File: config.mk
export PLATFORM = sky130hd
export DESIGN_NAME = toroidal_life_grid_step_unit
export DESIGN_NICKNAME = d
export VERILOG_FILES = /design/src/rtl/tlg_pkg.sv /design/src/rtl/tlg_row_cell.sv /design/src/rtl/tlg_rule.sv /design/src/rtl/toroidal_life_grid_step_unit.sv
export SDC_FILE = /design/constraint.sdc
export NUM_CORES = 2
export LEC_CHECK = 0
export ABC_CLOCK_PERIOD_IN_PS = 13900
export BUFFER_PORTS_ARGS = -buffer_cell sky130_fd_sc_hd__buf_4
export CAP_MARGIN = 20
export CORE_ASPECT_RATIO = 1.2
export CORE_MARGIN = 2
export CORE_UTILIZATION = 40
export CTS_CLUSTER_SIZE = 24
export DETAILED_ROUTE_END_ITERATION = 8
export RECOVER_POWER = 25
export SYNTH_ARGS = -nofsm -noshare
export SYNTH_HDL_FRONTEND = slang
export SYNTH_SLANG_ARGS = --single-unit
File: constraint.sdc
create_clock -name clock -period 13.9 [get_ports clock]
set_clock_uncertainty 0.15 [all_clocks]
set_input_delay 1.39 -clock clock [delete_from_list [all_inputs] [get_ports clock]]
set_output_delay 1.39 -clock clock [all_outputs]
set_load 0.01 [all_outputs]
File: src/rtl/tlg_pkg.sv
`timescale 1ns / 1ps
// ----------------------------------------------------------------------------
// Toroidal life grid package
// Shared types, action codes and rule constants for the life grid step unit.
// ----------------------------------------------------------------------------
package tlg_pkg;

   localparam int DEFAULT_ROWS = 32;
   localparam int DEFAULT_COLS = 32;

   localparam logic [1:0] ACT_WRITE   = 2'd0;
   localparam logic [1:0] ACT_ADVANCE = 2'd1;
   localparam logic [1:0] ACT_READ    = 2'd2;

   localparam logic [3:0] LIFE_BIRTH = 4'd3;
   localparam logic [3:0] LIFE_STAY  = 4'd2;

   typedef struct packed {
      logic [1:0] action;
      logic [4:0] row;
      logic [4:0] col;
      logic       value;
   } req_type;

   typedef struct packed {
      logic       cell_value;
      logic [1:0] done_kind;
   } rsp_type;

   typedef struct packed {
      logic       shift_en;
      logic       wr_en;
      logic [4:0] wr_row;
      logic [4:0] wr_col;
      logic       wr_value;
   } cell_ctrl_type;

endpackage

File: src/rtl/tlg_row_cell.sv
`timescale 1ns / 1ps
// ----------------------------------------------------------------------------
// Toroidal life grid row cell
// Holds one grid row, takes single-cell writes and shifts along the row ring.
// ----------------------------------------------------------------------------
module tlg_row_cell
   import tlg_pkg::*;
#(
   parameter int INDEX = 0,
   parameter int COLS  = DEFAULT_COLS
) (
   input  logic            clock,
   input  logic            reset,
   input  cell_ctrl_type   ctrl,
   input  logic [COLS-1:0] shift_in,
   output logic [COLS-1:0] row_q
);

   logic [COLS-1:0] row_ff;
   logic [COLS-1:0] row_in;

   always_comb begin
      row_in = row_ff;
      if (ctrl.shift_en) begin
         row_in = shift_in;
      end else if (ctrl.wr_en && (int'(ctrl.wr_row) == INDEX)) begin
         for (int j = 0; j < COLS; j++) begin
            if (int'(ctrl.wr_col) == j) begin
               row_in[j] = ctrl.wr_value;
            end
         end
      end
   end

   always_ff @(posedge clock) begin
      if (reset) begin
         row_ff <= '0;
      end else begin
         row_ff <= row_in;
      end
   end

   assign row_q = row_ff;

endmodule

File: src/rtl/tlg_rule.sv
`timescale 1ns / 1ps
// ----------------------------------------------------------------------------
// Toroidal life grid rule
// Computes the next generation of one row from that row and the rows above and below it.
// ----------------------------------------------------------------------------
module tlg_rule
   import tlg_pkg::*;
#(
   parameter int COLS = DEFAULT_COLS
) (
   input  logic [COLS-1:0] above,
   input  logic [COLS-1:0] mid,
   input  logic [COLS-1:0] below,
   output logic [COLS-1:0] next_row
);

   for (genvar j = 0; j < COLS; j++) begin : g_col
      localparam int LEFT  = (j + COLS - 1) % COLS;
      localparam int RIGHT = (j + 1) % COLS;
      logic [3:0] count;

      assign count = 4'(above[LEFT]) + 4'(above[j]) + 4'(above[RIGHT])
                   + 4'(mid[LEFT]) + 4'(mid[RIGHT])
                   + 4'(below[LEFT]) + 4'(below[j]) + 4'(below[RIGHT]);

      assign next_row[j] = (count == LIFE_BIRTH) || (mid[j] && (count == LIFE_STAY));
   end

endmodule

File: src/rtl/toroidal_life_grid_step_unit.sv
`timescale 1ns / 1ps
// ----------------------------------------------------------------------------
// Toroidal life grid step unit
// A ROWS by COLS life grid on a torus, kept in a ring of row cells.
//
// Requests arrive on the req_ channel as valid/ready transfers and each one
// yields exactly one transfer on the rsp_ channel, in order. A write sets or
// clears one cell; a read returns one cell; an advance steps the grid one
// generation. Cells outside the grid are ignored on write and read as 0.
// A write goes from idle to the finish state, which loads rsp_valid. An advance
// or a read first passes through the run state, where the row ring rotates
// once through its head cell, one row per cycle, while the rule logic sees a
// three-row window. The next request can be accepted in the same cycle that
// rsp_valid rises.
// A new request is accepted only while the unit is idle, even while a
// finished response is still waiting in the output register. If the
// receiver stalls, the following result waits inside the unit and no further
// request is accepted until the output register frees up.
// Synchronous reset clears every cell to dead and drops any pending response.
// ----------------------------------------------------------------------------
module toroidal_life_grid_step_unit
   import tlg_pkg::*;
#(
   parameter int ROWS = DEFAULT_ROWS,
   parameter int COLS = DEFAULT_COLS
) (
   input  logic    clock,
   input  logic    reset,
   input  logic    req_valid,
   output logic    req_ready,
   input  req_type req_data,
   output logic    rsp_valid,
   input  logic    rsp_ready,
   output rsp_type rsp_data
);

   localparam int CNT_W = $clog2(ROWS);

   localparam logic [1:0] S_IDLE   = 2'd0;
   localparam logic [1:0] S_RUN    = 2'd1;
   localparam logic [1:0] S_FINISH = 2'd2;

   logic [1:0]      state_ff, state_in;
   logic [CNT_W-1:0] cnt_ff, cnt_in;
   req_type         op_ff, op_in;
   logic [COLS-1:0] prev_ff, prev_in;
   logic [COLS-1:0] first_ff, first_in;
   logic            cell_ff, cell_in;
   logic            rsp_valid_ff, rsp_valid_in;
   rsp_type         rsp_data_ff, rsp_data_in;

   logic [COLS-1:0] row_q [ROWS];
   logic [COLS-1:0] tail_row;
   logic [COLS-1:0] below_row;
   logic [COLS-1:0] new_row;
   logic            last_step;
   logic            req_fire;
   logic            head_bit;
   cell_ctrl_type   ctrl;

   assign req_ready = (state_ff == S_IDLE);
   assign req_fire  = req_valid && req_ready;
   assign last_step = (cnt_ff == CNT_W'(ROWS - 1));

   assign ctrl.shift_en = (state_ff == S_RUN);
   assign ctrl.wr_en    = req_fire && (req_data.action == ACT_WRITE);
   assign ctrl.wr_row   = req_data.row;
   assign ctrl.wr_col   = req_data.col;
   assign ctrl.wr_value = req_data.value;

   assign below_row = last_step ? first_ff : row_q[1];
   assign tail_row  = (op_ff.action == ACT_ADVANCE) ? new_row : row_q[0];

   tlg_rule #(
      .COLS(COLS)
   ) u_rule (
      .above   (prev_ff),
      .mid     (row_q[0]),
      .below   (below_row),
      .next_row(new_row)
   );

   for (genvar i = 0; i < ROWS; i++) begin : g_cell
      logic [COLS-1:0] shift_in;
      if (i == ROWS - 1) begin : g_tail
         assign shift_in = tail_row;
      end else begin : g_body
         assign shift_in = row_q[i + 1];
      end

      tlg_row_cell #(
         .INDEX(i),
         .COLS (COLS)
      ) u_cell (
         .clock   (clock),
         .reset   (reset),
         .ctrl    (ctrl),
         .shift_in(shift_in),
         .row_q   (row_q[i])
      );
   end

   always_comb begin
      head_bit = 1'b0;
      for (int j = 0; j < COLS; j++) begin
         if (int'(op_ff.col) == j) begin
            head_bit = row_q[0][j];
         end
      end
   end

   always_comb begin
      state_in     = state_ff;
      cnt_in       = cnt_ff;
      op_in        = op_ff;
      prev_in      = prev_ff;
      first_in     = first_ff;
      cell_in      = cell_ff;
      rsp_valid_in = rsp_valid_ff && !rsp_ready;
      rsp_data_in  = rsp_data_ff;

      unique case (state_ff)
         S_IDLE: begin
            if (req_fire) begin
               op_in    = req_data;
               cell_in  = 1'b0;
               cnt_in   = '0;
               prev_in  = row_q[ROWS - 1];
               first_in = row_q[0];
               if ((req_data.action == ACT_ADVANCE) || (req_data.action == ACT_READ)) begin
                  state_in = S_RUN;
               end else begin
                  state_in = S_FINISH;
               end
            end
         end
         S_RUN: begin
            prev_in = row_q[0];
            cnt_in  = cnt_ff + CNT_W'(1);
            if ((op_ff.action == ACT_READ) && (int'(cnt_ff) == int'(op_ff.row))) begin
               cell_in = head_bit;
            end
            if (last_step) begin
               state_in = S_FINISH;
            end
         end
         S_FINISH: begin
            if (!rsp_valid_ff || rsp_ready) begin
               rsp_valid_in           = 1'b1;
               rsp_data_in.cell_value = cell_ff;
               rsp_data_in.done_kind  = op_ff.action;
               state_in               = S_IDLE;
            end
         end
         default: begin
            state_in = S_IDLE;
         end
      endcase
   end

   always_ff @(posedge clock) begin
      if (reset) begin
         state_ff     <= S_IDLE;
         cnt_ff       <= '0;
         rsp_valid_ff <= 1'b0;
      end else begin
         state_ff     <= state_in;
         cnt_ff       <= cnt_in;
         rsp_valid_ff <= rsp_valid_in;
      end
   end

   always_ff @(posedge clock) begin
      op_ff       <= op_in;
      prev_ff     <= prev_in;
      first_ff    <= first_in;
      cell_ff     <= cell_in;
      rsp_data_ff <= rsp_data_in;
   end

   assign rsp_valid = rsp_valid_ff;
   assign rsp_data  = rsp_data_ff;

endmodule

==> out/qor.txt <==
status = finished with violations
failing checks = capacitance limit, slew limit
Core Region = 149,000 um2
Worst-Skew Late Latency = 0.74 ns
ANT nets after route = 0
Final Cell Area = 64,500 um2
CTS root buf = clkbuf_16
period utilization = 67.3%
Seq/Total Area, Yosys = 38.5%
switching power = 0.00236 W
area post-placement = 60,600 um2
vias in the first global route = 47,100
crit path max fanout = 227
die area = 153,000 um2
worst r2r src = state_ff[0]
Slew Viols, Final = 651
FILL cells = 14,600
warnings from Yosys = 0
Sw Ratio = 28.8%
# IOs = 22
Post-synth ARST share = 0%
Detail Placement HPWL = 91,600 um
Seq cells post-synth = 1,112
# rows = 155
Clock Tree Buf Depth = 3
Avg Inst Size Synth = 7.98 um2
dpl cells = 8,854
total track usage = 20.7%
CTS tree = done
antenna violations before repair = 3
clk slew on worst S/H paths = 0.06 ns
Post-synth EDFFs = 80
Hold Startpoint = cell_ff
initial DRC count = 4,096
CTS buffer count = 113
commonest non-fill, non-tap cell in the layout = nor2_1
GPL Wtd Cong = 0.785
via count = 49,800
DR DRC count = 0
max_cap viols = 10
Starting Density = 40.2%
Critical Path Sink Type = register
cell taking the most area after synthesis = dfxtp_1
Worst Max-Slew Pin Slew = 8.81 ns
Clock Sinks = 1,112
Synth Instances = 7,505
Hold-fix buffers, CTS = 0
Leak = 24.4 nW
RSZ-0062 raised after global routing = false
FMAX = 107 MHz
chip height = 428 um
Clock power frac = 38.7%
Worst setup SP type = input port
Synth Net Count = 7,749
Comb power frac = 17.0%
Pwr Total = 0.00821 W
top cell type's share of synthesized area = 34.5%
crit path DAT = 9.76 ns
Pwr Density = 127 nW/um2
WL per Instance = 17.8 um
port bufs = 21
worst vdd ir = 0.0900 mV
Nets = 7,261
share of layout cells above drive strength 1 = 4.18%
postcts setup bufs = 0
Reg power frac = 44.3%
largest net degree at the start of global routing = 234
required time of the critical path = 14.31 ns
H-tree depth = 3
ys flop type = dfxtp_1
grt ovf = 0
post-CTS sizing = 0
Die W = 357 um
Period minus WS final = 9.36 ns
Core Util, Final = 43.4%
Hold Crit Class = register to register
Via density = 5.49
kind of critical path = input port to register
drt first pass iters = 6
setup_tns = 0 ns
DRT Wirelength = 162,000 um
normalized max-slew margin = -487%
final std cells w/o fill = 9,073
Syn Std Cell Area = 59,900 um2
Final setup viols = 0
first-pass GRT wire length = 264,000 um
Yosys cell types = 60
final hold vios = 0
CP startpoint = reset
Internal = 0.00585 W
ranking of synthesized cells by area = dfxtp_1, mux2i_1, nor2_1, nand2_1, o21ai_0
P&R area growth vs syn = 7.82%
leading cell types in the layout, fill and taps excluded = nor2_1, nand2_1, dfxtp_1
## layer usage
layer | routed length, um | vias to the layer above | GRT usage, %
met5 | 0 | - | 0
met4 | 3140 | 0 | 5.14
met3 | 7460 | 207 | 2.08
met2 | 74100 | 1102 | 33.5
met1 | 76800 | 24000 | 29.6
li1 | - | 24500 | -
## state kept, by name (all words and copies together) (netlist names)
name	cells
op_ff	12
cnt_ff	5
first_ff	32
g_cell.u_cell.row_q	1024
cell_ff	1
rsp_valid	1
prev_ff	32
state_ff	2
rsp_data	3
## layout make-up
class                      instances  area, um2  area share, %
antenna                            1       2.50        0.00388
tap                             1962       2450           3.80
clock buffer                     168       3440           5.33
inverter                         321       1200           1.87
timing repair buffer             109       1030           1.60
multi-input combinational       5360      32900           51.0
sequential                      1112      23100           35.7
clock inverter                    40        403          0.624
## cell usage after synthesis (3+ instances only)
| cell | count |
|---|---|
| nor2_1 | 1331 |
| nand2_1 | 1177 |
| dfxtp_1 | 1032 |
| mux2i_1 | 772 |
| clkbuf_1 | 651 |
| o21ai_0 | 580 |
| inv_1 | 321 |
| a211oi_1 | 259 |
| a311oi_1 | 258 |
| nor3_1 | 213 |
| a21boi_0 | 193 |
| fa_1 | 128 |
| ha_1 | 99 |
| edfxtp_1 | 80 |
| a21oi_1 | 67 |
| nand3_1 | 61 |
| buf_1 | 33 |
| o21bai_1 | 33 |
| a2111oi_0 | 32 |
| a31oi_1 | 32 |
| buf_2 | 27 |
| a21boi_1 | 17 |
| nor2b_1 | 15 |
| nand2b_1 | 12 |
| nor2_2 | 10 |
| nand4_1 | 5 |
| nor3b_1 | 5 |
| and2_1 | 4 |
| and3_1 | 4 |
| a22oi_1 | 3 |
| nand3b_1 | 3 |
| or3_1 | 3 |
| xnor2_1 | 3 |
## stage by stage
stage | worst slack, ns | hold slack, ns
4_1_cts | 8.51 | 0.324
5_1_grt | 4.08 | 0.338
3_3_place_gp | 8.56 | 0.302
2_1_floorplan | 9.26 | 0.250
6_report | 4.54 | 0.298
3_5_place_dp | 8.53 | 0.294
## power by group through the flow
| stage | combinational [W] | clock, W | sequential (W) |
|---|---|---|---|
| floorplan | 0.00110 | 0 | 0.00365 |
| global placement | 0.00134 | 0 | 0.00370 |
| detailed placement | 0.00138 | 0 | 0.00370 |
| CTS | 0.00139 | 0.00324 | 0.00363 |
| global route | 0.00161 | 0.00336 | 0.00367 |
| finish | 0.00140 | 0.00317 | 0.00364 |
## cell families (layout without fill, tap and decap cells)
| kind of cell | after synthesis | after routing | share of synthesized area [%] |
|---|---|---|---|
| AOI/OAI and AO/OA | 1493 | 1493 | 16.6 |
| DFF | 1112 | 1112 | 38.5 |
| other | 0 | 1 | 0 |
| xor gates and xnor gates | 5 | 5 | 0.0732 |
| adders and majority gates | 227 | 227 | 6.35 |
| muxes | 775 | 775 | 13.0 |
| and+or+nand+nor | 2860 | 2860 | 18.9 |
| buffers and inverters | 1033 | 638 | 6.54 |
## critical path, cell delays in order
cell and delay, ns:
buf_8 0.65, clkdlybuf4s25_1 6.43, buf_12 0.39, nor3_1 0.16
## worst paths after layout
check / end / slack (ns) / cells after the start
max reg2reg: g_cell[29].u_cell.row_q[2] / 5.12 / 7
max: g_cell[11].u_cell.row_q[21] / 4.54 / 4
min reg2reg: rsp_data[2] / 0.30 / 0
min: rsp_data[2] / 0.30 / 0
(Power assumes the default switching activity.)
